==> src/rtl/dhfpc_pkg.sv <==
// shared types and constants for the dual hall flow pulse counter
`default_nettype none

package dhfpc_pkg;

   localparam int unsigned FLOW_W   = 32;
   localparam int unsigned REPEAT_W = 4;

   localparam logic [REPEAT_W-1:0] REPEAT_MAX      = 4'd15;
   localparam logic [REPEAT_W-1:0] THRESHOLD_RESET = 4'd3;

   // event kind carried in the func field
   localparam logic FUNC_HALL = 1'b0;
   localparam logic FUNC_WAKE = 1'b1;

   typedef enum logic [1:0] {
      FAULT_NONE         = 2'd0,
      FAULT_INTERFERENCE = 2'd1,
      FAULT_SENSOR1_STUCK = 2'd2,
      FAULT_SENSOR2_STUCK = 2'd3
   } fault_type;

   typedef enum logic {
      PHASE_EXPECT_ONE = 1'b0,
      PHASE_EXPECT_TWO = 1'b1
   } phase_type;

   typedef struct packed {
      phase_type             phase;
      fault_type             fault;
      logic [REPEAT_W-1:0]   repeat_count;
      logic [FLOW_W-1:0]     pulse_total;
   } state_type;

   typedef struct packed {
      logic func;
      logic hall1_low;
      logic hall2_low;
      logic wake_low;
   } event_type;

endpackage

`default_nettype wire

==> src/rtl/dhfpc_step.sv <==
// next-state and report logic for one sensor word
`default_nettype none

module dhfpc_step (
   input  dhfpc_pkg::state_type              cur_state,
   input  dhfpc_pkg::event_type              evt,
   input  logic [dhfpc_pkg::REPEAT_W-1:0]    threshold,
   output dhfpc_pkg::state_type              nxt_state,
   output logic                              report
);

   logic [dhfpc_pkg::REPEAT_W-1:0] count_bumped;
   dhfpc_pkg::fault_type           stuck_code;

   // saturating repeat count and the stuck code of the repeated sensor
   assign count_bumped = (cur_state.repeat_count == dhfpc_pkg::REPEAT_MAX) ?
                         dhfpc_pkg::REPEAT_MAX :
                         cur_state.repeat_count + 1'b1;
   assign stuck_code   = evt.hall1_low ? dhfpc_pkg::FAULT_SENSOR1_STUCK :
                                         dhfpc_pkg::FAULT_SENSOR2_STUCK;

   always_comb begin
      nxt_state = cur_state;
      report    = 1'b0;
      priority if (evt.func == dhfpc_pkg::FUNC_WAKE) begin
         report = evt.wake_low;
      end else if (evt.hall1_low && evt.hall2_low) begin
         // both active: magnetic interference
         if (cur_state.fault != dhfpc_pkg::FAULT_INTERFERENCE) begin
            nxt_state.fault        = dhfpc_pkg::FAULT_INTERFERENCE;
            nxt_state.repeat_count = '0;
            report                 = 1'b1;
         end
      end else if (evt.hall1_low || evt.hall2_low) begin
         if (cur_state.phase == dhfpc_pkg::PHASE_EXPECT_ONE && evt.hall1_low) begin
            nxt_state.phase        = dhfpc_pkg::PHASE_EXPECT_TWO;
            nxt_state.fault        = dhfpc_pkg::FAULT_NONE;
            nxt_state.repeat_count = '0;
         end else if (cur_state.phase == dhfpc_pkg::PHASE_EXPECT_TWO &&
                      evt.hall2_low) begin
            // full pulse completed
            nxt_state.phase        = dhfpc_pkg::PHASE_EXPECT_ONE;
            nxt_state.fault        = dhfpc_pkg::FAULT_NONE;
            nxt_state.repeat_count = '0;
            nxt_state.pulse_total  = cur_state.pulse_total + 1'b1;
         end else begin
            // same sensor again
            nxt_state.repeat_count = count_bumped;
            if (count_bumped >= threshold && cur_state.fault != stuck_code) begin
               nxt_state.fault = stuck_code;
               report          = 1'b1;
            end
         end
      end else begin
         // no sensor active: state stays as it is and no report is raised
         nxt_state = cur_state;
      end
   end

endmodule

`default_nettype wire

==> src/rtl/dual_hall_flow_pulse_counter_unit.sv <==
// top level of the dual hall flow pulse counter
//
//   channel  | ports  | direction | contents
//   ---------+--------+-----------+------------------------------------------
//   request  | req_*  | in        | func, hall1_low, hall2_low, wake_low,
//            |        |           | modem_down
//   response | rsp_*  | out       | flow_count, fault_code, report_request,
//            |        |           | reconnect_request
//   config   | csr_*  | in        | repeat_threshold, write only
//
// one word in, one word out; the response shows up the cycle after accept
// state is updated in the same cycle the request word is accepted
// a new word is taken every cycle while the response register is empty
// or being drained; a stalled response holds the request side off
// synchronous active-high reset clears the state, threshold goes to 3
`default_nettype none

module dual_hall_flow_pulse_counter_unit (
   input  logic        clock,
   input  logic        reset,

   input  logic        req_valid,
   output logic        req_stall,
   input  logic        req_func,
   input  logic        req_hall1_low,
   input  logic        req_hall2_low,
   input  logic        req_wake_low,
   input  logic        req_modem_down,

   output logic        rsp_valid,
   input  logic        rsp_stall,
   output logic [31:0] rsp_flow_count,
   output logic [1:0]  rsp_fault_code,
   output logic        rsp_report_request,
   output logic        rsp_reconnect_request,

   input  logic        csr_wr_en,
   input  logic [3:0]  csr_wr_data
);

   // architectural state
   dhfpc_pkg::state_type           state_ff;
   dhfpc_pkg::state_type           state_in;
   logic [dhfpc_pkg::REPEAT_W-1:0] threshold_ff;

   // response register
   logic                           rsp_valid_ff;
   logic [dhfpc_pkg::FLOW_W-1:0]   flow_ff;
   dhfpc_pkg::fault_type           fault_ff;
   logic                           report_ff;
   logic                           reconnect_ff;

   dhfpc_pkg::event_type           evt;
   logic                           report;
   logic                           accept;

   // request side waits only while a finished word is held
   assign req_stall = rsp_valid_ff && rsp_stall;
   assign accept    = req_valid && !req_stall;

   assign evt.func      = req_func;
   assign evt.hall1_low = req_hall1_low;
   assign evt.hall2_low = req_hall2_low;
   assign evt.wake_low  = req_wake_low;

   dhfpc_step u_step (
      .cur_state (state_ff),
      .evt       (evt),
      .threshold (threshold_ff),
      .nxt_state (state_in),
      .report    (report)
   );

   // state and threshold
   always_ff @(posedge clock) begin
      if (reset) begin
         state_ff.phase        <= dhfpc_pkg::PHASE_EXPECT_ONE;
         state_ff.fault        <= dhfpc_pkg::FAULT_NONE;
         state_ff.repeat_count <= '0;
         state_ff.pulse_total  <= '0;
         threshold_ff          <= dhfpc_pkg::THRESHOLD_RESET;
      end else begin
         if (accept) begin
            state_ff <= state_in;
         end
         if (csr_wr_en) begin
            threshold_ff <= csr_wr_data;
         end
      end
   end

   // response valid
   always_ff @(posedge clock) begin
      if (reset) begin
         rsp_valid_ff <= 1'b0;
      end else if (accept) begin
         rsp_valid_ff <= 1'b1;
      end else if (!rsp_stall) begin
         rsp_valid_ff <= 1'b0;
      end
   end

   // response payload, loaded with the post-event state
   always_ff @(posedge clock) begin
      if (accept) begin
         flow_ff      <= state_in.pulse_total;
         fault_ff     <= state_in.fault;
         report_ff    <= report;
         reconnect_ff <= report && req_modem_down;
      end
   end

   assign rsp_valid             = rsp_valid_ff;
   assign rsp_flow_count        = flow_ff;
   assign rsp_fault_code        = 2'(fault_ff);
   assign rsp_report_request    = report_ff;
   assign rsp_reconnect_request = reconnect_ff;

   // reconnect is only ever asked together with a report
   a_reconnect_needs_report : assert property (
      @(posedge clock) disable iff (reset)
      rsp_valid_ff && reconnect_ff |-> report_ff)
      else $error("reconnect without report");

   // an accepted word always leaves a response behind
   a_accept_gives_rsp : assert property (
      @(posedge clock) disable iff (reset)
      accept |=> rsp_valid_ff)
      else $error("accepted word produced no response");

   // state moves only when a word is accepted
   a_state_holds : assert property (
      @(posedge clock) disable iff (reset)
      !accept |=> $stable(state_ff))
      else $error("state changed without an accepted word");

   // flow count advances by at most one per word
   a_flow_step : assert property (
      @(posedge clock) disable iff (reset)
      accept |=> (state_ff.pulse_total == $past(state_ff.pulse_total)) ||
                 (state_ff.pulse_total == $past(state_ff.pulse_total) + 32'd1))
      else $error("flow count jumped");

endmodule

`default_nettype wire
==> config.mk <==
export PLATFORM = sky130hd
export DESIGN_NAME = dual_hall_flow_pulse_counter_unit
export DESIGN_NICKNAME = d
export VERILOG_FILES = /design/src/rtl/dhfpc_pkg.sv /design/src/rtl/dhfpc_step.sv /design/src/rtl/dual_hall_flow_pulse_counter_unit.sv
export SDC_FILE = /design/constraint.sdc
export NUM_CORES = 1
export LEC_CHECK = 0
export BUFFER_PORTS_ARGS = -buffer_cell sky130_fd_sc_hd__buf_2
export CORE_ASPECT_RATIO = 0.7
export CORE_MARGIN = 8
export CORE_UTILIZATION = 57
export DETAILED_ROUTE_END_ITERATION = 6
export PLACE_DENSITY = 0.79
export SYNTH_ARGS = -nofsm -noshare
export SYNTH_HDL_FRONTEND = slang
export SYNTH_SLANG_ARGS = --single-unit
==> constraint.sdc <==
create_clock -name clock -period 2.7 [get_ports clock]
set_input_delay 0.405 -clock clock [delete_from_list [all_inputs] [get_ports clock]]
set_output_delay 0.405 -clock clock [all_outputs]
set_load 0.02 [all_outputs]
* Yosys cells after proc, flatten, opt, wreduce, memory -nomap -nowiden
Index checks and enable logic that the tools add are counted.
W data, S select, Z words.
** Storage, ports and cells
- Flip-flop bits (word level) :: 80
- Input bits :: 14
- Output and inout port bits :: 38
- Word-level logic and storage cells :: 56
** Operators by class
- $add $sub $neg :: 2
- $lt $le $gt $ge :: 1
- Equality and inequality tests :: 5
- Mux-type cells :: 22
- Bitwise gates (word level) :: 3
- Reductions and logical operators :: 13
** Operators by type and width (number)
- $mux W32 :: 3
- $mux W39 :: 1
- $mux W38 :: 1
- $add A32 B1 Y32 const B :: 1
- $mux W6 :: 3
- $mux W1 :: 11
- $logic_and A1 B1 Y1 :: 7
- $mux W7 :: 1
- $reduce_and A5 Y1 :: 1
- $add A4 B1 Y4 const B :: 1
- $eq A4 B4 Y1 const B :: 1
- $ge A4 B4 Y1 :: 1
- $mux W4 :: 1
- $ne A2 B1 Y1 const B :: 2
- $reduce_and A4 Y1 :: 1
- $reduce_bool A2 Y1 :: 2
- $not A1 Y1 :: 3
- $mux W2 :: 1
- $ne A2 B2 Y1 :: 1
- $ne A2 B2 Y1 const B :: 1
- $logic_not A1 Y1 :: 1
- $logic_or A1 B1 Y1 :: 1

* Depth between registers and ports, before layout
- Depth after elaboration :: 11
- Depth in mapped cells :: 9
- Mapped depth without buffers :: 9

* Hierarchy
Synthesis repeated with hierarchy kept, for this count alone.
** Second synthesis, totals
- Cells, all modules :: 398
- Area total of the unflattened synthesis :: 4180.3 um^2
** By module, submodules not included
- dual_hall_flow_pulse_counter_unit :: instances 1, cells each 223, area each 3034.2 um^2, sequential area each 1961.9 um^2
- dhfpc_step :: instances 1, cells each 175, area each 1146.1 um^2, sequential area each 0.0 um^2

* Worst setup path before layout
No wires, ideal clock.
- Path kind :: flip-flop to flip-flop
- From :: register state_ff[0] in the netlist's numbering
- To :: register state_ff[24] in the netlist's numbering
- Library setup time :: 115 ps
- Data arrival time :: 2165 ps
- Required time :: 2585 ps
- Setup slack :: 420 ps
- Cell stages (with the launch flop) :: 8
- Buffers on the path :: 1
- Clock period less this slack :: 2280 ps
- Cell sequence :: dfxtp_1 -> ha_1 -> inv_1 -> or4_4 -> or3_1 -> buf_2 -> o31a_1 -> o21a_1
** Between the ends
- Cells in the longest elaborated chain, start to end :: 6
** Ends and longest elaborated chain
- start, declared :: line dual_hall_flow_pulse_counter_unit.sv:42 : dhfpc_pkg::state_type state_ff;
- start signal, assigned :: line dual_hall_flow_pulse_counter_unit.sv:84 : state_ff <= state_in;
- $add A32 B1 Y32 :: line dhfpc_step.sv:45 : nxt_state.pulse_total = cur_state.pulse_total + 1'b1;
- $mux W32 :: line dhfpc_step.sv:39 : end else if (cur_state.phase == dhfpc_pkg::PHASE_EXPECT_TWO &&
- $mux W32 :: line dhfpc_step.sv:35 : if (cur_state.phase == dhfpc_pkg::PHASE_EXPECT_ONE && evt.hall1_low) begin
- $mux W39 :: line dhfpc_step.sv:34 : end else if (evt.hall1_low || evt.hall2_low) begin
- $mux W32 :: line dhfpc_step.sv:27 : end else if (evt.hall1_low && evt.hall2_low) begin
- $mux W38 :: line dhfpc_step.sv:25 : priority if (evt.func == dhfpc_pkg::FUNC_WAKE) begin
No other way between the ends. The select of a mux whose other input is x is not followed.
A chain may end at the register's enable or synchronous reset.

* Worst setup path in the final report
- From :: register state_ff[1] in the netlist's numbering
- To :: register state_ff[24] in the netlist's numbering
The elaborated chain is that of the path after synthesis.

==> results.yml <==
status:
  status: "completed"
drt:
  wl_mm: 8.31
  drt_iter0_drc: 171
  via_per_inst: 5.63
  dr.pass1.iters: 5
  drc: 0
  ant_nets: 0
  wl_per_cell_um: 15.0
  vias: 3133
cells_and_area:
  area.growth.synth_to_final_pct: 14.7
  multi_input_area_um2: 1860
  fillCellCount: 548
  diodes: 0
  final-seq-area_um2: 1960
  finish.net_count: 477
  drive_above_1_share_pct: 18.0
timing:
  timing.fmax_ghz: 0.409
  finalSetupTns_ns: 0
  hold_violations: 0
  finalClockSkew_ns: 0.00898
  finalSetupViolCount: 0
  worst_hold_slack_ns: 0.255
  slew_violations: 0
  relSlewSlack_pct: 49.2
  rsz0062_at_grt: "false"
  fin_crit_sh_pct: 90.6
  worstMarginPinSlew_ns: 0.761
  min_period_ns: 2.45
floorplan:
  die_y_um: 85.5
  core.rowCount: 25
  coreArea_um2: 6730
  fp.dieW_um: 115
  io_pins: 52
  start_util_pct: 58.5
  dieArea_um2: 9860
synth:
  ys.flop_type: "dfxtp_1"
  synthCells: 402
  synth_area_leaders: "edfxtp_1 27%, dfxtp_1 22%, xnor2_1 6.2%"
  syn_avg_cell_area_um2: 9.79
  yosysMostFrequentCell: "nor2_1"
  synth_edf_count: 36
  yosysSeqAreaShare_pct: 49.8
  ys_seq_elements: 80
  yosys_warnings: 0
  async_flop_share_pct: 0
  synth_top_area_share_pct: 27.5
  yosys.area.top_type: "edfxtp_1"
  synth_cell_types: 47
  synth_commonest_cells: "55 x nor2_1, 44 x dfxtp_1, 36 x edfxtp_1, 30 x nand2_1, 28 x xnor2_1"
  syn-num-nets: 422
  synth.cell_area_um2: 3940
clocking:
  cts_tree: "done"
  h-tree-depth: 3
  cts_resized: 0
  cts_max_path_buffers: 2
  hold_buffers: 0
  clock-root-buffer: "clkbuf_8"
  cts.sinks: 80
  cts.clk_slew.worst_paths_ns: 0.08
  post_cts_buffers: 0
  cts_buffers: 9
  insertion_delay_ns: 0.36
critical_path:
  critPathCaptureType: "register"
  startpoint_type: "register"
  critPathMaxFanout: 7
  reg2reg_slack_ns: 0.25
  crit_slowest_cell: "or4_4"
  cpPeakStageDelay_ns: 0.56
  path_class: "register to register"
  cp.arrival_ns: 2.71
  worstPathCellList: "ha_1 -> inv_1 -> or4_4 -> or3_1 -> o31a_1 -> o21a_1"
  crit_required_ns: 2.96
power:
  pwr-share-seq_pct: 55.5
  p_int_mw: 1.79
  ir_drop_mv: 0.331
  p_clk_share_pct: 36.5
  combPwrFrac_pct: 8.0
  switchingPower_mw: 0.585
  power_leakage_nw: 1.74
  power_density_nw_per_um2: 526
  swShare_pct: 24.6
  report.power.total_mw: 2.38
placement:
  io_buffer_count: 51
  dp_hpwl_mm: 5.87
  gp_congestion: 0.835
flow_run:
  max_cap_violations: 0
global_route:
  grt_use_met3_pct: 5.12
  use_met1_pct: 22.9
  grt_overflow: 0
  grt_pass1_wl_mm: 14.0
  antenna_found_initial: 0
  grt_max_degree: 41
  grt.total_usage_pct: 17.9
  grt_pass1_vias: 3016
  met2_usage_pct: 28.2
  grt-busiest-layer: "met2"
hold_path:
  hold_class: "primary input to register"
## power groups by stage
stage | logic, mW | registers, mW | clock network [mW]
after floorplan | 0.0855 | 1.39 | 0
after global placement | 0.189 | 1.35 | 0
after detailed placement | 0.191 | 1.35 | 0
after CTS | 0.193 | 1.32 | 0.884
after global routing | 0.210 | 1.32 | 0.935
final | 0.191 | 1.32 | 0.867
## final timing paths
| path | startpoint | endpoint | depth (start not counted) |
|---|---|---|---|
| hold / removal | csr_wr_data[0] | threshold_ff[0]$_SDFFE_PP1P_ | 3 |
| setup reg to reg | state_ff[1]$_SDFFE_PP0P_ | state_ff[24]$_SDFFE_PP0P_ | 6 |
| setup / recovery | state_ff[1]$_SDFFE_PP0P_ | state_ff[24]$_SDFFE_PP0P_ | 6 |
| hold reg to reg | state_ff[31]$_SDFFE_PP0P_ | state_ff[31]$_SDFFE_PP0P_ | 2 |
## final cells by class
| type | count | area share (%) |
|---|---|---|
| flip-flops and latches | 80 | 43.4 |
| well taps | 94 | 2.60 |
| clock inverters | 7 | 1.61 |
| clock buffers | 9 | 2.74 |
| multi-input cells | 293 | 41.2 |
| inverters | 11 | 0.914 |
| repair buffers | 62 | 7.48 |
## routing by layer
metal	routed length (µm)	up-vias
li1	-	1531
met4	99	0
met1	3900	1488
met5	0	-
met3	618	9
met2	3700	105
## cell families (layout without fill, tap and decap cells)
| kind of cell | Yosys count | in the layout | share of synthesized area (%) |
|---|---|---|---|
| buffers and inverters | 29 | 89 | 2.86 |
| AND/OR/NAND/NOR | 180 | 180 | 23.9 |
| AO/OA/AOI/OAI | 44 | 44 | 7.22 |
| multiplexers | 9 | 9 | 2.29 |
| flip-flops | 80 | 80 | 49.8 |
| adder cells (fa/ha/maj) | 6 | 6 | 1.91 |
| XOR/XNOR | 54 | 54 | 12.0 |
## worst max-delay path, delay by kind of cell, from the launching register on
kind | cells | cell delay (ns)
simple gates | 2 | 1.08
compound gates | 2 | 0.50
flops | 1 | 0.44
fa+ha+maj | 1 | 0.27
buf+inv | 1 | 0.06
## state kept, by name (all words and copies together) (netlist names)
| signal | cells |
|---|---|
| rsp_valid | 1 |
| state_ff | 39 |
| rsp_report_request | 1 |
| threshold_ff | 4 |
| rsp_flow_count | 32 |
| rsp_fault_code | 2 |
| rsp_reconnect_request | 1 |
## cell usage in the layout (no fill, tap or decap), types with 2 or more instances in the layout
| cell | Yosys | routed |
|---|---|---|
| o21ai_0 | 10 | 10 |
| or3_1 | 6 | 6 |
| nand2b_1 | 4 | 4 |
| clkbuf_8 | 0 | 9 |
| dfxtp_1 | 44 | 44 |
| nand4_1 | 13 | 13 |
| nor3_1 | 13 | 13 |
| clkinv_1 | 1 | 3 |
| and2_1 | 3 | 3 |
| mux2i_1 | 9 | 9 |
| and4b_1 | 2 | 2 |
| or4_1 | 3 | 3 |
| xor2_1 | 26 | 26 |
| clkinv_4 | 0 | 4 |
| nor4_1 | 10 | 10 |
| nand3_1 | 15 | 15 |
| a211oi_1 | 2 | 2 |
| o31ai_1 | 2 | 2 |
| buf_4 | 0 | 11 |
| nand2_1 | 30 | 30 |
| buf_2 | 3 | 51 |
| o21a_1 | 7 | 7 |
| and3_1 | 4 | 4 |
| and4_1 | 4 | 4 |
| nor2_1 | 55 | 55 |
| a31oi_1 | 2 | 2 |
| inv_1 | 10 | 10 |
| nor2b_1 | 8 | 8 |
| edfxtp_1 | 36 | 36 |
| a21oi_1 | 11 | 11 |
| or2_2 | 2 | 2 |
| xnor2_1 | 28 | 28 |
| o31a_1 | 3 | 3 |
| ha_1 | 6 | 6 |
## metrics by stage
step | setup slack (ns) | area, µm² | util (%) | instances
floorplan | 0.420 | 3940 | - | 402
global placement | 0.371 | 4320 | 64.2 | 540
detailed placement | 0.292 | 4320 | 64.2 | 540
CTS | 0.270 | 4520 | 67.2 | 556
global route | 0.147 | 4520 | 67.2 | 556
finish | 0.254 | 4520 | 67.2 | 556
(Power assumes the default switching activity.)
